$ cat src/rtl/core/sfr_pkg.sv
// Shared types and constants of the stream find-and-replace block.
// Used by the channel interfaces, the result buffer and the top level.
package sfr_pkg;

   // Byte and slot geometry of the result buffer
   localparam int SFR_BYTE_W = 8;
   localparam int SFR_SLOTS  = 8;
   localparam int SFR_CNT_W  = 4;
   localparam int SFR_IDX_W  = 3;

   // Configuration port geometry
   localparam int CSR_IDX_W  = 3;
   localparam int CSR_DATA_W = 64;

   // Register indexes
   localparam logic [CSR_IDX_W-1:0] CSR_SEARCH_PATTERN     = 3'd0;
   localparam logic [CSR_IDX_W-1:0] CSR_PATTERN_LENGTH     = 3'd1;
   localparam logic [CSR_IDX_W-1:0] CSR_REPLACEMENT_TEXT   = 3'd2;
   localparam logic [CSR_IDX_W-1:0] CSR_REPLACEMENT_LENGTH = 3'd3;
   localparam logic [CSR_IDX_W-1:0] CSR_REPLACE_EVERY      = 3'd4;

   typedef logic [SFR_BYTE_W-1:0] sfr_byte_type;

   // One burst of result words handed to the result buffer
   typedef struct packed {
      logic                              load;
      logic [SFR_CNT_W-1:0]              count;
      logic [SFR_SLOTS-1:0][SFR_BYTE_W-1:0] bytes;
      logic                              byte_valid;
      logic                              last;
   } sfr_load_type;

endpackage

$ cat src/rtl/core/sfr_if.sv
// Valid/ready channel interfaces for text words in and result words out.
// Depend on sfr_pkg for the byte type.
interface sfr_req_if;
   logic                 valid;
   logic                 ready;
   sfr_pkg::sfr_byte_type text_byte;
   logic                 text_end;

   modport source (output valid, output text_byte, output text_end, input ready);
   modport sink   (input valid, input text_byte, input text_end, output ready);
endinterface

interface sfr_rsp_if;
   logic                 valid;
   logic                 ready;
   sfr_pkg::sfr_byte_type out_byte;
   logic                 byte_valid;
   logic                 out_last;

   modport source (output valid, output out_byte, output byte_valid, output out_last,
                   input ready);
   modport sink   (input valid, input out_byte, input byte_valid, input out_last,
                   output ready);
endinterface

$ cat src/rtl/core/sfr_result_buffer.sv
// Result buffer: holds up to eight result words of one input word and
// hands them out one per cycle while the result channel is ready. Depends on sfr_pkg and sfr_rsp_if.
module sfr_result_buffer (
   input  logic                  clock,
   input  logic                  reset,
   input  sfr_pkg::sfr_load_type ld,
   output logic                  free_next,
   sfr_rsp_if.source             rsp_ch
);
   import sfr_pkg::*;

   sfr_byte_type             bytes_ff [SFR_SLOTS];
   sfr_byte_type             bytes_in [SFR_SLOTS];
   logic [SFR_CNT_W-1:0]     left_ff, left_in;
   logic [SFR_IDX_W-1:0]     idx_ff, idx_in;
   logic                     last_ff, last_in;
   logic                     bvalid_ff, bvalid_in;
   logic                     rsp_fire;

   // Drive the result channel from the current slot
   always_comb begin
      rsp_ch.valid      = (left_ff != '0);
      rsp_ch.out_byte   = bytes_ff[idx_ff];
      rsp_ch.byte_valid = bvalid_ff;
      rsp_ch.out_last   = last_ff && (left_ff == SFR_CNT_W'(1));
   end

   assign rsp_fire  = rsp_ch.valid && rsp_ch.ready;
   assign free_next = (left_ff == '0) || ((left_ff == SFR_CNT_W'(1)) && rsp_ch.ready);

   // Load a new burst or advance through the current one
   always_comb begin
      bytes_in  = bytes_ff;
      left_in   = left_ff;
      idx_in    = idx_ff;
      last_in   = last_ff;
      bvalid_in = bvalid_ff;
      if (ld.load) begin
         for (int i = 0; i < SFR_SLOTS; i++) begin
            bytes_in[i] = ld.bytes[i];
         end
         left_in   = ld.count;
         idx_in    = '0;
         last_in   = ld.last;
         bvalid_in = ld.byte_valid;
      end else if (rsp_fire) begin
         left_in = left_ff - SFR_CNT_W'(1);
         idx_in  = idx_ff + SFR_IDX_W'(1);
      end
   end

   always_ff @(posedge clock) begin
      if (reset) begin
         left_ff <= '0;
      end else begin
         left_ff <= left_in;
      end
   end

   always_ff @(posedge clock) begin
      bytes_ff  <= bytes_in;
      idx_ff    <= idx_in;
      last_ff   <= last_in;
      bvalid_ff <= bvalid_in;
   end

`ifndef SYNTH
   // A burst never lands on words still waiting
   a_no_overwrite: assert property (@(posedge clock) disable iff (reset)
      ld.load |-> (left_ff == '0) || ((left_ff == SFR_CNT_W'(1)) && rsp_fire))
      else $error("result buffer loaded while words were pending");

   // The marked word empties the buffer
   a_last_empties: assert property (@(posedge clock) disable iff (reset)
      rsp_fire && rsp_ch.out_last && !ld.load |=> left_ff == '0)
      else $error("words left after the last word of a text");

   // An empty marker is always the last word
   a_marker_last: assert property (@(posedge clock) disable iff (reset)
      rsp_ch.valid && !rsp_ch.byte_valid |-> rsp_ch.out_last)
      else $error("empty marker without end mark");

   a_left_bound: assert property (@(posedge clock) disable iff (reset)
      left_ff <= SFR_CNT_W'(SFR_SLOTS))
      else $error("result buffer count beyond its depth");
`endif

endmodule

$ cat src/rtl/core/stream_find_replace_unit.sv
// Stream find-and-replace: input register, pending window and match logic,
// feeding the result buffer. Depends on sfr_pkg, sfr_if and sfr_result_buffer.
// Flow: an accepted word waits in the input register until the result buffer is
//   free; its result words are then loaded into the buffer and offered from it.
// Throughput: one input word per cycle while each yields at most one result and
//   the result channel is ready; a word with more results holds back the next one.
// Reset (synchronous, active high): registers to their defaults, window empty.
module stream_find_replace_unit #(
   parameter int MAX_PATTERN     = 8,
   parameter int MAX_REPLACEMENT = 8
) (
   input  logic                            clock,
   input  logic                            reset,
   input  logic                            csr_wr_en,
   input  logic [sfr_pkg::CSR_IDX_W-1:0]   csr_index,
   input  logic [sfr_pkg::CSR_DATA_W-1:0]  csr_wr_data,
   sfr_req_if.sink                         req_ch,
   sfr_rsp_if.source                       rsp_ch
);
   import sfr_pkg::*;

   localparam int CNT_W = $clog2(MAX_PATTERN + 1);

   // Configuration registers
   logic [CSR_DATA_W-1:0] pattern_ff;
   logic [SFR_CNT_W-1:0]  plen_raw_ff;
   logic [CSR_DATA_W-1:0] repl_ff;
   logic [SFR_CNT_W-1:0]  rlen_raw_ff;
   logic                  every_ff;

   // Input register
   logic         in_valid_ff, in_valid_in;
   sfr_byte_type in_byte_ff, in_byte_in;
   logic         in_end_ff, in_end_in;

   // Pending window state
   sfr_byte_type win_ff [MAX_PATTERN];
   sfr_byte_type win_in [MAX_PATTERN];
   logic [CNT_W-1:0] cnt_ff, cnt_in;
   logic             done_ff, done_in;

   // Working signals
   sfr_byte_type         wprime [MAX_PATTERN];
   logic [SFR_CNT_W-1:0] plen_eff, rlen_eff, cnt_ext, n_len;
   logic [CNT_W-1:0]     cnt_cur;
   logic                 buf_free, proc_fire, req_fire, hit, full, passing;
   sfr_load_type         ld;

   // Write configuration registers; a new pattern length drops the window
   always_ff @(posedge clock) begin
      if (reset) begin
         pattern_ff  <= '0;
         plen_raw_ff <= SFR_CNT_W'(1);
         repl_ff     <= '0;
         rlen_raw_ff <= '0;
         every_ff    <= 1'b1;
      end else if (csr_wr_en) begin
         case (csr_index)
            CSR_SEARCH_PATTERN:     pattern_ff  <= csr_wr_data;
            CSR_PATTERN_LENGTH:     plen_raw_ff <= csr_wr_data[SFR_CNT_W-1:0];
            CSR_REPLACEMENT_TEXT:   repl_ff     <= csr_wr_data;
            CSR_REPLACEMENT_LENGTH: rlen_raw_ff <= csr_wr_data[SFR_CNT_W-1:0];
            CSR_REPLACE_EVERY:      every_ff    <= csr_wr_data[0];
            default: begin
            end
         endcase
      end
   end

   // Clamp lengths to what the window and buffer hold; a zero pattern length acts as one
   always_comb begin
      if (plen_raw_ff == '0) begin
         plen_eff = SFR_CNT_W'(1);
      end else if (plen_raw_ff > SFR_CNT_W'(MAX_PATTERN)) begin
         plen_eff = SFR_CNT_W'(MAX_PATTERN);
      end else begin
         plen_eff = plen_raw_ff;
      end
      if (rlen_raw_ff > SFR_CNT_W'(MAX_REPLACEMENT)) begin
         rlen_eff = SFR_CNT_W'(MAX_REPLACEMENT);
      end else begin
         rlen_eff = rlen_raw_ff;
      end
   end

   // Input register handshake
   assign proc_fire    = in_valid_ff && buf_free;
   assign req_ch.ready = !in_valid_ff || proc_fire;
   assign req_fire     = req_ch.valid && req_ch.ready;

   always_comb begin
      in_valid_in = in_valid_ff;
      in_byte_in  = in_byte_ff;
      in_end_in   = in_end_ff;
      if (req_fire) begin
         in_valid_in = 1'b1;
         in_byte_in  = req_ch.text_byte;
         in_end_in   = req_ch.text_end;
      end else if (proc_fire) begin
         in_valid_in = 1'b0;
      end
   end

   // Append the new word to the window and compare against the pattern
   always_comb begin
      cnt_cur = (SFR_CNT_W'(cnt_ff) >= plen_eff) ? '0 : cnt_ff;
      cnt_ext = SFR_CNT_W'(cnt_cur);
      n_len   = cnt_ext + SFR_CNT_W'(1);
      for (int i = 0; i < MAX_PATTERN; i++) begin
         wprime[i] = (cnt_cur == CNT_W'(i)) ? in_byte_ff : win_ff[i];
      end
      hit = 1'b1;
      for (int i = 0; i < MAX_PATTERN; i++) begin
         if ((SFR_CNT_W'(i) < plen_eff) && (wprime[i] != pattern_ff[8*i +: 8])) begin
            hit = 1'b0;
         end
      end
      passing = done_ff && !every_ff;
      full    = !passing && (n_len == plen_eff);
   end

   // Build the burst of result words and the next window state
   always_comb begin
      ld.load       = 1'b0;
      ld.count      = '0;
      ld.byte_valid = 1'b1;
      ld.last       = in_end_ff;
      for (int i = 0; i < SFR_SLOTS; i++) begin
         ld.bytes[i] = (i < MAX_PATTERN) ? wprime[i % MAX_PATTERN] : '0;
      end
      win_in  = win_ff;
      cnt_in  = cnt_ff;
      done_in = done_ff;

      if (proc_fire) begin
         win_in = wprime;
         if (passing) begin
            ld.count = n_len;
            cnt_in   = '0;
         end else if (full && hit) begin
            for (int i = 0; i < SFR_SLOTS; i++) begin
               ld.bytes[i] = repl_ff[8*i +: 8];
            end
            ld.count = rlen_eff;
            cnt_in   = '0;
            done_in  = 1'b1;
         end else if (full) begin
            // Emit the oldest word (the whole window at end of text), slide the rest down
            ld.count = in_end_ff ? n_len : SFR_CNT_W'(1);
            for (int i = 0; i + 1 < MAX_PATTERN; i++) begin
               win_in[i] = wprime[i + 1];
            end
            cnt_in = cnt_cur;
         end else begin
            ld.count = in_end_ff ? n_len : '0;
            cnt_in   = CNT_W'(n_len);
         end

         // End of text: flush and close, with a marker if nothing went out
         if (in_end_ff) begin
            cnt_in  = '0;
            done_in = 1'b0;
            if (ld.count == '0) begin
               ld.count      = SFR_CNT_W'(1);
               ld.byte_valid = 1'b0;
               ld.bytes[0]   = '0;
            end
         end
         ld.load = (ld.count != '0);
      end

      if (csr_wr_en && (csr_index == CSR_PATTERN_LENGTH)) begin
         cnt_in = '0;
      end
   end

   always_ff @(posedge clock) begin
      if (reset) begin
         in_valid_ff <= 1'b0;
         cnt_ff      <= '0;
         done_ff     <= 1'b0;
      end else begin
         in_valid_ff <= in_valid_in;
         cnt_ff      <= cnt_in;
         done_ff     <= done_in;
      end
   end

   always_ff @(posedge clock) begin
      if (reset) begin
         for (int i = 0; i < MAX_PATTERN; i++) begin
            win_ff[i] <= '0;
         end
      end else begin
         win_ff <= win_in;
      end
   end

   always_ff @(posedge clock) begin
      in_byte_ff <= in_byte_in;
      in_end_ff  <= in_end_in;
   end

   sfr_result_buffer u_result_buffer (
      .clock     (clock),
      .reset     (reset),
      .ld        (ld),
      .free_next (buf_free),
      .rsp_ch    (rsp_ch)
   );

`ifndef SYNTH
   // The window always holds fewer words than the pattern
   a_window_bound: assert property (@(posedge clock) disable iff (reset)
      SFR_CNT_W'(cnt_ff) < plen_eff)
      else $error("pending window reached the pattern length");

   // End of text empties the window and re-arms replacing
   a_end_clears: assert property (@(posedge clock) disable iff (reset)
      proc_fire && in_end_ff |=> (cnt_ff == '0) && !done_ff)
      else $error("state not cleared at end of text");

   // A held input word is not dropped
   a_input_held: assert property (@(posedge clock) disable iff (reset)
      in_valid_ff && !proc_fire |=> in_valid_ff && $stable(in_byte_ff))
      else $error("input word lost while stalled");
`endif

endmodule

$ cat src/flat_wrapper.sv
// flat-port wrapper written by rule: the top's interface ports become plain ports
module stream_find_replace_unit_flat import sfr_pkg::*;
#(
   parameter int MAX_PATTERN     = 8,
   parameter int MAX_REPLACEMENT = 8
)
  (clock, reset, csr_wr_en, csr_index, csr_wr_data, req_ch_valid, req_ch_text_byte, req_ch_text_end, req_ch_ready, rsp_ch_valid, rsp_ch_out_byte, rsp_ch_byte_valid, rsp_ch_out_last, rsp_ch_ready);
  sfr_req_if req_ch_i ();
  sfr_rsp_if rsp_ch_i ();
  input  logic clock;
  input  logic reset;
  input  logic csr_wr_en;
  input  logic [sfr_pkg::CSR_IDX_W-1:0] csr_index;
  input  logic [sfr_pkg::CSR_DATA_W-1:0] csr_wr_data;
  input wire logic [$bits(req_ch_i.valid)-1:0] req_ch_valid;
  input wire logic [$bits(req_ch_i.text_byte)-1:0] req_ch_text_byte;
  input wire logic [$bits(req_ch_i.text_end)-1:0] req_ch_text_end;
  output wire logic [$bits(req_ch_i.ready)-1:0] req_ch_ready;
  output wire logic [$bits(rsp_ch_i.valid)-1:0] rsp_ch_valid;
  output wire logic [$bits(rsp_ch_i.out_byte)-1:0] rsp_ch_out_byte;
  output wire logic [$bits(rsp_ch_i.byte_valid)-1:0] rsp_ch_byte_valid;
  output wire logic [$bits(rsp_ch_i.out_last)-1:0] rsp_ch_out_last;
  input wire logic [$bits(rsp_ch_i.ready)-1:0] rsp_ch_ready;
  assign req_ch_i.valid = req_ch_valid;
  assign req_ch_i.text_byte = req_ch_text_byte;
  assign req_ch_i.text_end = req_ch_text_end;
  assign req_ch_ready = req_ch_i.ready;
  assign rsp_ch_valid = rsp_ch_i.valid;
  assign rsp_ch_out_byte = rsp_ch_i.out_byte;
  assign rsp_ch_byte_valid = rsp_ch_i.byte_valid;
  assign rsp_ch_out_last = rsp_ch_i.out_last;
  assign rsp_ch_i.ready = rsp_ch_ready;
  stream_find_replace_unit #(.MAX_PATTERN(MAX_PATTERN), .MAX_REPLACEMENT(MAX_REPLACEMENT)) u_core (.clock(clock), .reset(reset), .csr_wr_en(csr_wr_en), .csr_index(csr_index), .csr_wr_data(csr_wr_data), .req_ch(req_ch_i), .rsp_ch(rsp_ch_i));
endmodule
$ cat config.mk
export PLATFORM = sky130hd
export DESIGN_NAME = stream_find_replace_unit_flat
export DESIGN_NICKNAME = d
export VERILOG_FILES = /design/src/rtl/core/sfr_pkg.sv /design/src/rtl/core/sfr_if.sv /design/src/rtl/core/sfr_result_buffer.sv /design/src/rtl/core/stream_find_replace_unit.sv /design/src/flat_wrapper.sv
export SDC_FILE = /design/constraint.sdc
export NUM_CORES = 1
export LEC_CHECK = 0
export BUFFER_PORTS_ARGS = -buffer_cell sky130_fd_sc_hd__buf_4
export CAP_MARGIN = 15
export CORE_MARGIN = 10
export CORE_UTILIZATION = 55
export CTS_BUF_LIST = sky130_fd_sc_hd__clkbuf_4
export CTS_CLUSTER_SIZE = 20
export DETAILED_ROUTE_END_ITERATION = 6
export PLACE_DENSITY_LB_ADDON = 0.1
export SETUP_SLACK_MARGIN = 0.1
export SYNTH_ARGS = -nofsm -noshare
export SYNTH_HDL_FRONTEND = slang
export SYNTH_SLANG_ARGS = --single-unit
$ cat constraint.sdc
create_clock -name clock -period 8.4 [get_ports clock]
set_input_delay 0.84 -clock clock [delete_from_list [all_inputs] [get_ports clock]]
set_output_delay 0.84 -clock clock [all_outputs]
set_load 0.005 [all_outputs]
* Word level (Yosys, flattened, before mapping)
Index checks and enable logic that the tools add are counted.
** Word-level totals
- Bits in registers :: 289
- Word-level logic and storage cells :: 159
** Cells by class
- Bitwise operators :: 1
- $add $sub $neg :: 3
- Muxes and demuxes :: 51
- Equality and inequality tests :: 22
- Magnitude comparators :: 12
- Reductions and logical operators :: 40
** Operator list (number)
- 56-bit two-way mux :: 3
- 64-bit two-way mux :: 2
- 8-bit two-way mux :: 10
- 4-bit two-way mux :: 19
- 70-bit two-way mux :: 1
- 8-bit inequality test :: 8
- 8-bit binary-select mux with 3-bit select :: 1
- 9-bit two-way mux :: 2
- 1-bit logical AND :: 17
- 4-bit by 3-bit == test with 1-bit output (second input constant) :: 4
- 4-bit zero test :: 4
- 3-bit by 4-bit < comparator with 1-bit output (first input constant) :: 4
- 1-bit two-way mux :: 13
- 2-bit AND reduction :: 6
- 4-bit by 1-bit == test with 1-bit output (second input constant) :: 2
- 4-bit by 2-bit == test with 1-bit output (second input constant) :: 2
- 4-bit greater-than comparator (second input constant) :: 2
- 1-bit by 4-bit < comparator with 1-bit output (first input constant) :: 2
- 2-bit by 4-bit < comparator with 1-bit output (first input constant) :: 2
- 4-bit nonzero test :: 2
- 3-bit by 2-bit == test with 1-bit output (second input constant) :: 2
- 2-bit nonzero test :: 3
- 4-bit by 1-bit adder with 4-bit output (second input constant) :: 1
- 4-bit == test :: 1
- other kinds (13) :: 16

* Depth between registers and ports, before layout
Gate-level depths: netlist (run 1).
- Word-level depth :: 28
- Gate-level depth with buffers :: 20

* By module
Synthesis (run 1) repeated with hierarchy kept, for this count alone.
** Unflattened totals
- Cells, all modules :: 1574
- Area, all modules :: 14197.4 um2
** Modules (own cells, without submodules)
- stream_find_replace_unit :: cells an instance 1428, instances 1, seq. area each 4414.2 um2, area an instance 11237.0 um2
- sfr_result_buffer :: cells an instance 146, instances 1, seq. area each 2122.0 um2, area an instance 2960.3 um2

* Worst setup path before layout (run 1)
No wires, ideal clock.
- Path kind :: reg2reg
- Start point :: register u_core.plen_raw_ff[2]
- End point :: register u_core.u_result_buffer.bytes_ff[0] (netlist bit) (enable)
- Cell stages (with the launch flop) :: 17
- Arrival time :: 4525 ps
- Setup time :: 549 ps
- Period minus slack after synthesis :: 5074 ps
- Path slack :: 3326 ps
- Data required time :: 7851 ps
- Buffers on the path :: 1
- Cells stage by stage :: dfxtp_1 clkbuf_1 nor2_1 o21ai_0 inv_1 ha_1 or3b_4 a211oi_4 a21boi_1 or3_1 a221o_1 o311ai_2 nand4_2 nor4_4 a21oi_1 o21ai_1 inv_1
** RTL lines
- from (decl) :: RTL line stream_find_replace_unit.sv:26 : logic [SFR_CNT_W-1:0] plen_raw_ff;
- from (signal assigned) :: RTL line stream_find_replace_unit.sv:60 : CSR_PATTERN_LENGTH: plen_raw_ff <= csr_wr_data[SFR_CNT_W-1:0];
- to (signal assigned) :: RTL line sfr_result_buffer.sv:61 : bytes_ff <= bytes_in;
- to (decl) :: RTL line sfr_result_buffer.sv:12 : sfr_byte_type bytes_ff [SFR_SLOTS];

==> results.py, run 1 <==
metrics = {
    "outcome": {
        "status": "finished, final reports clean",
    },
    "timing": {
        "fmax_mhz": 157,
        "finalClockSkew_ps": 48.2,
        "finalHoldViolCount": 0,
        "finalCritPeriodShare": 0.759,
        "rsz0062_at_grt": "no",
        "relSlewSlack": 0.280,
        "fin_tns_setup_ps": 0,
        "slew_viol_final": 0,
        "finalSetupViolations": 0,
        "worst_pin_slew_ps": 1070,
        "period_minus_slack_ps": 6380,
        "hold_slack_ps": 323,
    },
    "drt": {
        "wl_mm": 46.9,
        "ant_nets": 0,
        "drtIter0Drc": 1403,
        "wl_per_cell_um": 21.2,
        "dr.pass1.iters": 5,
        "routed-via-count": 13300,
        "drc": 0,
        "via_per_inst": 6.01,
    },
    "logic_synthesis": {
        "syn_avg_cell_area_um2": 8.38,
        "yosysWarningCount": 0,
        "syn-instance-count": 1739,
        "synth_top_area_frac": 0.294,
        "synth_cell_types": 74,
        "async_reset_ff_frac": 0,
        "synth-simple-area-share": 0.192,
        "netlist_area_um2": 14600,
        "yosys.area_share.adder": 0.00601,
        "ys.flop_type": "dfxtp_1",
        "synth-edff-count": 75,
        "synth_mux_area_frac": 0.0846,
        "synth.yosys.seq_area_share": 0.449,
        "syn_nets": 1827,
        "synth_xor_area_frac": 0.0403,
        "netlist.top_cell.by_area": "dfxtp_1",
        "ys_ff_latch": 289,
        "synth_area_leaders": "dfxtp_1 29%, edfxtp_1 15%, nand2_1 9.9%",
        "synth_top_family_by_area": "simple AND/OR/NAND/NOR gates",
        "synth_compound_area_frac": 0.180,
    },
    "power": {
        "power.density_nw_per_um2": 248,
        "vdd_drop_max_mv": 0.221,
        "p_leak_nw": 6.13,
        "power_mw": 4.08,
    },
    "setup_path": {
        "crit_path_end_kind": "flip-flop",
        "crit_arrival_ps": 6770,
        "critPathLaunchType": "flip-flop",
        "worstPathRequired_ps": 8790,
        "crit_path_max_fanout": 65,
        "crit_type": "reg -> reg",
    },
    "floorplan": {
        "initial_core_util": 0.559,
        "ios": 93,
        "rows": 59,
        "die_width_um": 183,
        "core_area_um2": 26100,
        "die_area_um2": 33400,
        "chipHeight_um": 183,
    },
    "global_route": {
        "grt_pass1_vias": 12600,
        "grt_first_pass_wirelength_mm": 72.0,
        "antenna_found_initial": 2,
        "grt_max_degree": 124,
        "grt.total_usage": 0.271,
        "overflow": 0,
    },
    "finish": {
        "final_cell_area_um2": 16400,
        "fillers": 2353,
        "multi_input_area_um2": 7360,
        "seq_area_um2": 6540,
        "drive_above_1_share": 0.159,
        "nets": 1900,
        "final_cells": 2209,
        "area_growth_syn_to_layout_pct": 12.9,
    },
    "placement": {
        "post-dp-hpwl_mm": 31.5,
        "dpl.cell_count": 2066,
        "place.port_buffers": 92,
        "place.gp.congestion": 0.933,
        "placed_area_um2": 15400,
    },
    "clocking": {
        "postCtsHoldBufs": 0,
        "cts_setup_buffers": 0,
        "cts-root-buf": "clkbuf_4",
        "numCtsBuffers": 79,
        "clockBufferDepth": 3,
        "htree_levels": 3,
        "clk_pin_slew_ps": 60,
        "post_cts_resized": 0,
        "cts_tree": "yes",
        "worstSkewPairLatency_ps": 710,
        "cts.sinks": 289,
    },
    "worst_hold_path": {
        "hp-class": "in -> reg",
    },
    "run": {
        "max-cap-violations": 0,
    },
}
critical path: stages, from the launching register on:
cell	delay [ps]
dfxtp_1	460
nor2_1	60
o21ai_0	350
inv_1	90
ha_1	320
nor3b_2	220
o21ai_1	190
buf_4	240
nor3_4	630
mux2i_1	200
a22o_1	270
o41ai_1	700
nand4_2	290
nor4_4	760
nand2_4	540
buf_4	500
nor2_1	210
a21oi_1	60
synthesized netlist by cell type, types with 7 or more instances:
cell and n:
edfxtp_1 75, or3_1 10, a21oi_1 271, inv_1 51
o211ai_1 11, nor3_1 25, buf_1 9, nor2_1 162
nor4_1 13, dfxtp_1 214, nand2_1 383, a211oi_1 24
xnor2_1 26, nor2b_1 9, and2_1 8, o22ai_1 30
xor2_1 41, nand2b_1 8, nand3_1 11, ha_1 7
mux2i_1 77, a31oi_1 14, nand4_1 7, a22oi_1 7
o21ai_0 15, a221o_1 7, clkbuf_1 99, mux2_2 9
mux4_2 16
report_power, final:
part	switching (mW)	internal, mW
clock network	0.588	0.746
logic	0.587	0.411
registers	0.141	1.60
flip-flops by register name (all words and copies together) (netlist names):
name	count
u_core.cnt_ff	4
u_core.repl_ff	64
u_core.in_byte_ff	8
u_core.every_ff	1
u_core.in_end_ff	1
u_core.pattern_ff	64
u_core.u_result_buffer.rsp_ch.byte_valid	1
u_core.in_valid_ff	1
u_core.u_result_buffer.idx_ff	3
u_core.u_result_buffer.last_ff	1
u_core.rlen_raw_ff	4
u_core.u_result_buffer.left_ff	4
u_core.win_ff	64
u_core.plen_raw_ff	4
u_core.done_ff	1
u_core.u_result_buffer.bytes_ff	64
metrics by stage:
| stage | util | worst slack (ps) |
|---|---|---|
| 2_1_floorplan | - | 3330 |
| 3_3_place_gp | 0.590 | 2360 |
| 3_5_place_dp | 0.590 | 2170 |
| 4_1_cts | 0.631 | 2180 |
| 5_1_grt | 0.631 | 1610 |
| 6_report | 0.631 | 2020 |
cell families after synthesis:
group | Yosys count
fa+ha+maj | 7
mux | 102
compound gates | 438
simple gates | 662
flops | 289
xor+xnor | 67
buf+inv | 174
routing by layer:
layer  up-vias  routed length, µm  global-route usage  part of all wire
li1       6275                  -                   -                 -
met1      6281              19300               0.347              0.41
met2       613              21700               0.433              0.46
met3       112               4270              0.0650             0.091
met4         0               1710               0.113             0.036
met5         -                  0                   0                 0
layout make-up:
class,count,share of cell area
multi-input combinational,1276,0.447
sequential,289,0.397
clock buffer,127,0.0580
timing repair buffer,114,0.0523
tap,335,0.0255
inverter,52,0.0119
clock inverter,15,0.00738
antenna,1,0.000152
placed cells by master, fill, tap and decap left out, types with 25 or more instances in the layout:
cell type and count:
nand2_1 381, a21oi_1 271, dfxtp_1 214, nor2_1 162
clkbuf_4 127, buf_4 113, mux2i_1 77, edfxtp_1 75
inv_1 50, xor2_1 41, o22ai_1 30, xnor2_1 26
nor3_1 25
path summary, 6_finish.rpt:
check / from / end / slack (ps) / depth (start not counted)
min: req_ch_text_byte[4] / u_core.in_byte_ff[4] / 320 / 1
max: u_core.plen_raw_ff[2] / u_core.u_result_buffer.bytes_ff[3] / 2020 / 17
min reg2reg: u_core.win_ff[61] / u_core.win_ff[61] / 460 / 2
max reg2reg: u_core.plen_raw_ff[2] / u_core.u_result_buffer.bytes_ff[3] / 2020 / 17
Note: power is estimated with default switching activity, not from simulation.
==> run 2, diff against run 1 <==
- clock period: 8.4 -> 5.8 ns (I/O delays scaled with it)
==> results.py, run 2 (synthesis gave the netlist of run 1 again) <==
metrics = {
    "outcome": {
        "status": "finished, final reports clean",
    },
    "finish": {
        "final_cells": 2236,
        "drive_above_1_share": 0.172,
        "fillers": 2343,
        "mostFrequentLayoutCells": "381 x nand2_1, 271 x a21oi_1, 214 x dfxtp_1, 162 x nor2_1, 133 x clkbuf_4",
        "layout_commonest_cell": "nand2_1",
        "area_growth_syn_to_layout_pct": 14.4,
        "nets": 1922,
    },
    "setup_path": {
        "crit_arrival_ps": 5830,
        "crit_path_max_fanout": 25,
        "critPathLaunchType": "flip-flop",
        "worstPathRequired_ps": 6370,
        "crit_path_end_kind": "flip-flop",
        "crit_type": "reg -> reg",
    },
    "global_route": {
        "grt_max_degree": 116,
        "use_met1": 0.354,
        "grt_first_pass_wirelength_mm": 73.6,
        "grt-busiest-layer": "met2",
        "antenna_found_initial": 2,
        "grt_pass1_vias": 13100,
        "met2_usage": 0.435,
        "overflow": 0,
        "grtUsageMet3": 0.0573,
        "grt.total_usage": 0.275,
    },
    "timing": {
        "finalClockSkew_ps": 71.0,
        "finalSetupViolations": 0,
        "fmax_mhz": 190,
        "period_minus_slack_ps": 5250,
        "slew_viol_final": 0,
        "worst_pin_slew_ps": 1120,
        "hold_slack_ps": 75.7,
        "relSlewSlack": 0.254,
        "setup_ws_ps": 547,
        "finalCritPeriodShare": 0.906,
        "fin_tns_setup_ps": 0,
        "finalHoldViolCount": 0,
        "rsz0062_at_grt": "no",
    },
    "floorplan": {
        "die_width_um": 183,
        "rows": 59,
        "initial_core_util": 0.559,
        "chipHeight_um": 183,
        "ios": 93,
        "die_area_um2": 33400,
        "core_area_um2": 26100,
    },
    "placement": {
        "place.port_buffers": 92,
        "dpl.cell_count": 2085,
        "place.gp.congestion": 1.02,
        "pre_cts_ws_ps": 433,
        "post-dp-hpwl_mm": 32.1,
    },
    "drt": {
        "drtIter0Drc": 1551,
        "routed-via-count": 13600,
        "via_per_inst": 6.07,
        "dr.pass1.iters": 6,
        "drc": 0,
        "wl_per_cell_um": 21.3,
        "wl_mm": 47.7,
        "ant_nets": 0,
    },
    "run": {
        "max-cap-violations": 0,
    },
    "clocking": {
        "cts-root-buf": "clkbuf_4",
        "htree_levels": 3,
        "clockBufferDepth": 3,
        "cts_tree": "yes",
        "cts.sinks": 289,
        "clk_pin_slew_ps": 60,
        "worstSkewPairLatency_ps": 720,
        "postCtsHoldBufs": 0,
        "numCtsBuffers": 79,
    },
    "power": {
        "power_mw": 5.93,
        "power.density_nw_per_um2": 355,
        "vdd_drop_max_mv": 0.224,
        "p_leak_nw": 6.27,
    },
    "worst_hold_path": {
        "hp-class": "in -> reg",
    },
}
-- run 2: changes by cell type in the layout (fill, tap and decap cells not counted), sizes merged --
cell      before  now
buf          114  136
bufinv         2    1
clkbuf       127  133
clkinv        13    9
clkinvlp       0    2
inv           52   54
-- run 2: per-stage QoR --
step	util	area [µm²]
5_1_grt	0.640	16700
6_report	0.640	16700
3_5_place_dp	0.597	15500
4_1_cts	0.639	16600
2_1_floorplan	-	14600
3_3_place_gp	0.597	15500
-- run 2: repair_timing --
item,4_1_cts,5_1_grt
gates resized for setup,0,1
setup buffers,0,3
endpoints found under the setup margin,0,75
-- run 2: metal layers --
layer | part of all wire | routed length, µm
met1 | 0.41 | 19700
met2 | 0.46 | 21800
met3 | 0.086 | 4110
met4 | 0.043 | 2060
met5 | 0.00027 | 13
-- run 2: power by group --
group	internal (mW)	switching, mW
combinational	0.608	0.854
sequential	2.32	0.197
clock	1.08	0.869
total	4.01	1.92
-- run 2: critical path: stages (launching register included) --
cell and delay (ps):
dfxtp_1 440, nor2_1 60, o21ai_0 370, inv_1 90
ha_1 310, nor3b_2 230, o21ai_1 180, buf_4 210
nor3_4 400, mux2i_1 270, a221o_1 360, a211oi_1 360
a31oi_1 270, o31ai_4 470, buf_4 430, or3_1 310
o22ai_1 130, a211oi_1 240
-- run 2: final timing paths --
kind                                             from                   end  slack, ps  depth (start not counted)
worst max-delay path            u_core.plen_raw_ff[2]     u_core.win_ff[12]        550                         17
worst min-delay path              req_ch_text_byte[6]  u_core.in_byte_ff[6]         80                          1
worst max register to register  u_core.plen_raw_ff[2]     u_core.win_ff[12]        550                         17
worst min register to register      u_core.win_ff[39]     u_core.win_ff[39]        450                          2
-- run 2: layout make-up --
| class | count | area [µm²] | area share |
|---|---|---|---|
| multi-input cells | 1276 | 7370 | 0.442 |
| repair buffers | 136 | 1060 | 0.0637 |
| clock inverters | 14 | 96.3 | 0.00578 |
| flip-flops and latches | 289 | 6540 | 0.392 |
| inverters | 52 | 195 | 0.0117 |
| diodes | 1 | 2.50 | 0.000150 |
| clock buffers | 133 | 998 | 0.0599 |
| well taps | 335 | 419 | 0.0251 |
